$ cat src/design/text_console_writer_core_macros.svh
// Assertion helpers shared by the console modules.
`ifndef TEXT_CONSOLE_WRITER_CORE_MACROS_SVH
`define TEXT_CONSOLE_WRITER_CORE_MACROS_SVH

// Same-cycle implication, disabled while reset is asserted.
`define TCW_ASSERT_IMPL(lbl, ck, rn, ante, cons) \
	lbl: assert property (@(posedge ck) disable iff (!rn) (ante) |-> (cons)) \
		else $error("console check failed: same-cycle implication");

// Next-cycle implication, disabled while reset is asserted.
`define TCW_ASSERT_NEXT(lbl, ck, rn, ante, cons) \
	lbl: assert property (@(posedge ck) disable iff (!rn) (ante) |=> (cons)) \
		else $error("console check failed: next-cycle implication");

`endif

$ cat src/design/tcw_pkg.sv
`timescale 1ns / 1ps

package tcw_pkg;

	localparam int COLUMNS_DEF = 80;
	localparam int ROWS_DEF    = 25;

	localparam logic [7:0] CODE_NEWLINE   = 8'd10;
	localparam logic [7:0] CODE_RETURN    = 8'd13;
	localparam logic [7:0] CODE_BACKSPACE = 8'd8;
	localparam logic [7:0] CODE_SPACE     = 8'd32;

	localparam logic [7:0] BLANK_ATTR_RESET = 8'd15;

	// paddr[2] selects the register slot; slot 0 is the blank attribute
	localparam logic REG_IDX_BLANK_ATTR = 1'b0;

	typedef enum logic [1:0] {
		KIND_WRITE = 2'd0,
		KIND_CLEAR = 2'd1,
		KIND_READ  = 2'd2,
		KIND_NONE  = 2'd3
	} kind_t;

	typedef enum logic [2:0] {
		CUR_HOLD     = 3'd0,
		CUR_ADVANCE  = 3'd1,
		CUR_RETURN   = 3'd2,
		CUR_BACK     = 3'd3,
		CUR_NEXT_ROW = 3'd4,
		CUR_HOME     = 3'd5
	} cur_op_t;

	typedef struct packed {
		logic    load_item;
		cur_op_t cur_op;
		logic    calc;
		logic    wr_char;
		logic    wr_blank;
		logic    rd_cell;
		logic    sweep_all;
		logic    sweep_row;
		logic    sweep_step;
		logic    sweep_reset_attr;
		logic    out_load;
	} cmd_t;

	typedef struct packed {
		kind_t kind;
		logic  is_newline;
		logic  is_return;
		logic  is_backspace;
		logic  col_last;
		logic  row_last;
		logic  read_hit;
		logic  sweep_last;
		logic  out_free;
	} status_t;

endpackage

$ cat src/design/tcw_ctrl.sv
`timescale 1ns / 1ps

module tcw_ctrl
	import tcw_pkg::*;
(
	input  logic    clk,
	input  logic    arst_n,
	input  logic    in_valid,
	output logic    in_ready,
	input  status_t status,
	output cmd_t    cmd
);

`include "text_console_writer_core_macros.svh"

	typedef enum logic [6:0] {
		S_INIT   = 7'b0000001,
		S_IDLE   = 7'b0000010,
		S_DECODE = 7'b0000100,
		S_CALC   = 7'b0001000,
		S_ACCESS = 7'b0010000,
		S_SWEEP  = 7'b0100000,
		S_FINISH = 7'b1000000
	} state_t;

	state_t state_q;
	state_t state_d;

	assign in_ready = (state_q == S_IDLE);

	always_comb begin
		cmd     = '0;
		state_d = state_q;
		unique case (state_q)
			S_INIT: begin
				// blank the whole screen with the reset attribute
				cmd.sweep_step       = 1'b1;
				cmd.sweep_reset_attr = 1'b1;
				if (status.sweep_last) begin
					state_d = S_IDLE;
				end
			end
			S_IDLE: begin
				if (in_valid) begin
					cmd.load_item = 1'b1;
					state_d       = S_DECODE;
				end
			end
			S_DECODE: begin
				unique case (status.kind)
					KIND_WRITE: begin
						if (status.is_newline) begin
							cmd.cur_op = CUR_NEXT_ROW;
							if (status.row_last) begin
								cmd.sweep_row = 1'b1;
								state_d       = S_SWEEP;
							end else begin
								state_d = S_FINISH;
							end
						end else if (status.is_return) begin
							cmd.cur_op = CUR_RETURN;
							state_d    = S_FINISH;
						end else if (status.is_backspace) begin
							cmd.cur_op = CUR_BACK;
							state_d    = S_CALC;
						end else begin
							state_d = S_CALC;
						end
					end
					KIND_CLEAR: begin
						cmd.cur_op    = CUR_HOME;
						cmd.sweep_all = 1'b1;
						state_d       = S_SWEEP;
					end
					KIND_READ: begin
						state_d = status.read_hit ? S_CALC : S_FINISH;
					end
					KIND_NONE: begin
						state_d = S_FINISH;
					end
					default: begin
						state_d = S_FINISH;
					end
				endcase
			end
			S_CALC: begin
				cmd.calc = 1'b1;
				state_d  = S_ACCESS;
			end
			S_ACCESS: begin
				state_d = S_FINISH;
				if (status.kind == KIND_READ) begin
					cmd.rd_cell = 1'b1;
				end else if (status.is_backspace) begin
					cmd.wr_blank = 1'b1;
				end else begin
					cmd.wr_char = 1'b1;
					if (status.col_last) begin
						cmd.cur_op = CUR_NEXT_ROW;
						if (status.row_last) begin
							cmd.sweep_row = 1'b1;
							state_d       = S_SWEEP;
						end
					end else begin
						cmd.cur_op = CUR_ADVANCE;
					end
				end
			end
			S_SWEEP: begin
				cmd.sweep_step = 1'b1;
				if (status.sweep_last) begin
					state_d = S_FINISH;
				end
			end
			S_FINISH: begin
				// hold until the output register can take the word
				if (status.out_free) begin
					cmd.out_load = 1'b1;
					state_d      = S_IDLE;
				end
			end
			default: begin
				state_d = S_INIT;
			end
		endcase
	end

	always_ff @(posedge clk or negedge arst_n) begin
		if (!arst_n) begin
			state_q <= S_INIT;
		end else begin
			state_q <= state_d;
		end
	end

	`TCW_ASSERT_NEXT(a_accept_decode, clk, arst_n, in_valid && in_ready, state_q == S_DECODE)
	`TCW_ASSERT_NEXT(a_sweep_hold, clk, arst_n, (state_q == S_SWEEP) && !status.sweep_last, state_q == S_SWEEP)
	`TCW_ASSERT_NEXT(a_finish_release, clk, arst_n, (state_q == S_FINISH) && status.out_free, state_q == S_IDLE)

endmodule

$ cat config.mk
export PLATFORM = sky130hd
export DESIGN_NAME = tcw_ctrl
export DESIGN_NICKNAME = d
export VERILOG_FILES = /design/src/design/tcw_pkg.sv /design/src/design/tcw_ctrl.sv
export VERILOG_INCLUDE_DIRS = /design/src /design/src/design
export SDC_FILE = /design/constraint.sdc
export NUM_CORES = 1
export LEC_CHECK = 0
export ABC_AREA = 1
export BUFFER_PORTS_ARGS = -buffer_cell sky130_fd_sc_hd__buf_2
export CAP_MARGIN = 30
export CORE_ASPECT_RATIO = 0.8
export CORE_MARGIN = 10
export CORE_UTILIZATION = 42
export DETAILED_ROUTE_END_ITERATION = 8
export PLACE_DENSITY = 0.73
export SYNTH_ARGS = -nofsm -noshare
export SYNTH_HDL_FRONTEND = slang
export SYNTH_SLANG_ARGS = --single-unit
$ cat constraint.sdc
create_clock -name clk -period 1.35 [get_ports clk]
set_clock_uncertainty 0.1 [all_clocks]
set_input_delay 0.135 -clock clk [delete_from_list [all_inputs] [get_ports clk]]
set_output_delay 0.135 -clock clk [all_outputs]
set_load 0.05 [all_outputs]
==> metrics.md, run 1 <==
| Metric | Value |
|---|---|
| Outcome | stopped before the end |
| Stop stage | global routing |
| First error | [ERROR DPL-0038] Utilization greater than 100%, impossible to legalize |
| Placement Setup Slack | -0.2361 ns |
| Area leader, netlist | dfrtp_1 |
| Top post-synthesis cells by area | dfrtp_1 (22%), nand2_1 (15%), inv_1 (13%) |
| Cell Area, Synth | 680.7 um2 |
| I/O pin count | 27 |
| Yosys reg bits | 7 |
| CTS Buf Count | 3 |
| Syn. warnings | 0 |
| GR repair worst EP | cmd[9] |
| Worst endpoint type | top-level output |
| # clock sinks | 7 |
| CTS HTree Levels | 1 |
| Buffers on Ports | 26 |
| Starting Density | 46.74% |
| Synth top area share | between 20% and 30% |
| Average size of a mapped cell | 5.768 um2 |
| Clock Path Buffers | 2 |
| Post-synth cell types | 17 |
| Post-Syn Instances | about 120 |
| Chip width | 65.01 um |
| Mapped Nets | roughly 130 |
| Die Ht | about 56 um |
| Sequential area share after synthesis | about a quarter |
| Placed wire-length estimate | approximately 1900 um |
| Row cnt | 12 |
| Root buffer cell | clkbuf_4 |
| GPL Wtd Cong | 0.8401 |
| Largest net degree at the start of global routing | 8 |
-- cell usage after synthesis --
cell type and count:
nand2_1 27, inv_1 23, nor2_1 23, nand3_1 10, nand2_2 7, dfrtp_1 6, a21oi_1 3, inv_2 3
nor2_2 3, nor2_4 3, o21ai_0 3, o22ai_1 2, dfstp_2 1, nand2b_1 1, nand3_2 1, nor3_1 1
o21ai_2 1
-- through the flow --
stage / instances / setup TNS, ns / hold slack [ns] / utilization, % / cell area, um2
2_1_floorplan: 118 / -0.7093 / -0.2606 / - / 790.8
3_5_place_dp: 184 / -2.470 / -0.1206 / 74.83 / 1090
4_1_cts: 197 / -4.846 / 0.04520 / 95.19 / 1386
3_3_place_gp: 184 / -1.928 / -0.1224 / 74.83 / 1090
-- timing repair --
| action | in CTS |
|---|---|
| buffers inserted | 9 |
| setup endpoints to repair | 18 |
| resized for setup | 61 |
| pin swaps | 12 |
| hold endpoints to repair | 7 |
| hold buffers | 1 |
-- kinds of logic after synthesis --
logic type / share of synthesized area [%]
AOI/OAI and AO/OA: 7.535
buffers and inverters: 14.34
DFF: 25.92
and+or+nand+nor: 52.21
==> run 2, diff against run 1 <==
CORE_AREA = 10 10 71 73   (was default)
CORE_ASPECT_RATIO = default   (was 0.8)
CORE_MARGIN = default   (was 10)
CORE_UTILIZATION = default   (was 42)
DIE_AREA = 0 0 81 83   (was default)
PLACE_DENSITY = default   (was 0.73)
PLACE_DENSITY_LB_ADDON = 0.15   (was default)
clock period = 1.75 ns   (was 1.35 ns; I/O delays follow)
==> run 2 against run 1 <==
Net effect:
- the flow now finishes, with violations (negative setup slack)
- synthesized cell count unchanged
- synthesized area stayed put
==> metrics.md, run 2 <==
| Metric | Value |
|---|---|
| CP endpoint | cmd[9] |
| Core area | between 3000 and 4000 um2 |
| Clock network power share | between 20 and 25% |
| N_diodes | 0 |
| # clock sinks | 7 (unchanged) |
| Root buffer cell | clkbuf_8 |
| Worst setup SP type | flip-flop |
| Filler cell count in the final layout | 432 |
| Critical path class | flip-flop to output port |
| Area Overhead vs Synth | 67.65% |
| Largest net degree at the start of global routing | 8 |
| Grt ovf | 0 |
| Most common cell after layout, fill and taps aside | nand2_1 |
| Largest regs | state_q: 7 flops |
| DRC violations left | 0 |
| Placement Setup Slack | 0.1227 ns (+0.3588 ns) |
| Pwr per Cell Area | approximately 950 nW/um2 |
| Post-synth EDFFs | 0 (unchanged) |
| Post-synthesis async set-or-reset flop share | 100.0% (unchanged) |
| Top cells by count, synth | nand2_1 (27), inv_1 (23), nor2_1 (23) |
| Switching power | approximately 540 uW |
| Largest Register | state_q |
| Mapped Nets | 131 (unchanged) |
| Syn. warnings | 0 (unchanged) |
| Starting Density | 18.73% (-28 points) |
| Outcome | finished with violations |
| Cell Area, Synth | 680.7 um2 (unchanged) |
| Critical path data arrival time | around 1.5 ns |
| Clock slew at reported path FFs | about 0.04 ns |
| Most frequent cells in the layout | nand2_1 (24), inv_1 (22), nor2_1 (16) |
| Reg2reg end | state_q[6] |
| I/O pin count | 27 (unchanged) |
| CTS Buf Count | 3 (unchanged) |
| Tot Pwr | approximately 1.1 mW |
| Hold WC Path Type | input pin to flip-flop |
| WP buf/inv | 1 |
| Critical Path End Type | output port |
| Synth top area share | 22.06% (unchanged) |
| Placed wire-length estimate | 1739 um (-7.0%) |
| Slew Viols, Final | 0 |
| First-pass GRT wire length | about 3700 um |
| Multi-input gate area in the final layout | approximately 480 um2 |
| Final Setup Violations | 2 |
| Vias | just over 800 |
| Sequential cell area | roughly 180 um2 |
| Worst Max-Slew Pin Slew | roughly 0.28 ns |
| Top-count cell post-synth | nand2_1 |
| Post-Syn Instances | 118 (unchanged) |
| Combinational fraction of design power | between 50% and 60% |
| Layout cell share with drive strength beyond 1 | 45.51% |
| DRT Pass-1 Iters | 4 |
| Vias in the first global route | around 840 |
| Worst EP required | roughly 1.5 ns |
| Worst setup path startpoint | state_q[1] |
| Worst r2r src | state_q[0] |
| Final nets | 170 |
| Min cycle time layout | 1.760 ns |
| Wire length per cell | about 11 um |
| Maxcap violations | 0 |
| Critical path cell sequence | nor2_4 -> nand3_2 -> nor2_4 -> nand2_4 -> o22ai_4 -> buf_8 |
| Setup ws final | -0.01016 ns |
| Max Fclk | 0.5681 GHz |
| Worst Path Max Fanout | 5 |
| CTS HTree Levels | 1 (unchanged) |
| Die Ht | 83 um (+48%) |
| Worst r2r path cells | 9 |
| WL final | around 2200 um |
| RSZ-0062 raised after global routing | true |
| Slowest-stage cell, CP | dfrtp_1 |
| Clock Path Buffers | 2 (unchanged) |
| Average size of a mapped cell | 5.768 um2 (unchanged) |
| CTS tree | done |
| Max-slew headroom | roughly 81% |
| Crit-path leading delay family | simple AND/OR/NAND/NOR gates |
| Row cnt | 22 (+10) |
| Post-synth cell types | 17 (unchanged) |
| Worst R2R Setup Slack | between 0.2 and 0.3 ns |
| Crit path depth | 6 |
| Top cell by count, worst path | nor2_4 |
| Leakage | 0.6294 nW |
| Area leader, netlist | dfrtp_1 |
| Internal cell power | 550.9 uW |
| Avg Vias per Cell | around 4.0 |
| Sw Share | roughly 50% |
| TNS Setup | -0.01332 ns |
| Die Area | roughly 6700 um2 |
| Number of antenna violations at the first check in global routing | 0 |
| Peak supply drop | about 0.22 mV |
| GRT Overall Usage | about 6.6% |
| Fin. Hold Viols | 0 |
| Top_reg_cell synth | dfrtp_1 |
| Failing checks | negative setup slack |
| Yosys reg bits | 7 (unchanged) |
| Period Utilization, post-route | 100.6% |
| Sequential area share after synthesis | 25.92% (unchanged) |
| Chip width | 81 um (+25%) |
| Max reg flops | 7 |
| GPL Wtd Cong | 0.7508 (-11%) |
| Top post-synthesis cells by area | dfrtp_1 (22%), nand2_1 (15%), inv_1 (13%) |
| Clk_lat worst skew | ~0.23 ns |
| Buffers on Ports | 26 (unchanged) |
| Seq pwr share | 21.9% |
| Antenna-violating nets left | 0 |
| Crit path largest cell delay | slightly above 0.4 ns |
| Initial DRC Count | 29 |
==> run 2: kinds of logic (layout without fill, tap and decap cells) <==
logic type / after synthesis / count (layout) / synth area share [%]
AOI/OAI and AO/OA: 9 / 9 / 7.535
DFF: 7 / 7 / 25.92
buffers and inverters: 26 / 64 / 14.34
and+or+nand+nor: 76 / 76 / 52.21
==> run 2: power groups by stage <==
stage	clock network (mW)	logic (mW)	registers, mW
2_1_floorplan	0	0.430	0.234
3_3_place_gp	0	0.555	0.240
3_5_place_dp	0	0.555	0.237
4_1_cts	0.242	0.570	0.237
5_1_grt	0.255	0.676	0.242
6_report	0.234	0.615	0.238
==> run 2: how the worst min path moves through the flow <==
stage | cells after the start | to | from
6_report | 4 | state_q[0] | status[1]
5_1_grt | 4 | state_q[0] | status[1]
4_1_cts | 3 | state_q[2] | in_valid
3_5_place_dp | 1 | state_q[2] | arst_n
3_3_place_gp | 1 | state_q[2] | arst_n
2_1_floorplan | 0 | state_q[1] | arst_n
==> run 2: worst reg2reg max path: stages, from the launching register on <==
cell and delay [ns]:
dfstp_2 0.56, nor2_4 0.05, nand3_2 0.09, nor2_4 0.05, buf_4 0.12, buf_4 0.12, nand3_1 0.07, nand2_1 0.07
nand2_1 0.07, nand2_1 0.06
==> run 2: area by class of cell <==
cell class | count | area share, %
Clock inverter | 1 | 0.4386
Inverter | 26 | 8.553
Tap cell | 48 | 5.263
Timing Repair Buffer | 34 | 24.56
Multi-Input combinational cell | 85 | 42.00
Sequential cell | 7 | 15.57
Clock buffer | 3 | 3.618
==> run 2: through the flow <==
stage | instances | util [%] | instance area, um2 | hold slack (ns)
detailed placement | 192 | 24.10 | 875.8 | -0.07497
finish | 204 | 31.41 | 1141 | 0.1285
floorplan | 118 | - | 685.7 | -0.2206
CTS | 200 | 27.72 | 1007 | 0.1203
global placement | 192 | 24.10 | 875.8 | -0.07293
global route | 204 | 31.41 | 1141 | 0.1470
==> run 2: metal layers <==
layer	part of all wire, %	track usage [%]	vias to the layer above
met5	0	0	-
met4	0	0.4695	0
li1	-	-	428
met3	9.2	3.233	0
met1	43	8.123	360
met2	47	10.30	23
==> run 2: what timing repair did <==
action / in CTS / in global routing
resized for setup: 14 / 38
pin swaps: 5 / 10
setup endpoints to repair: 10 / 14
hold endpoints to repair: 7 / 0
setup buffers: 3 / 4
hold buffers: 1 / 0
Power figures use the tool's default switching activity.
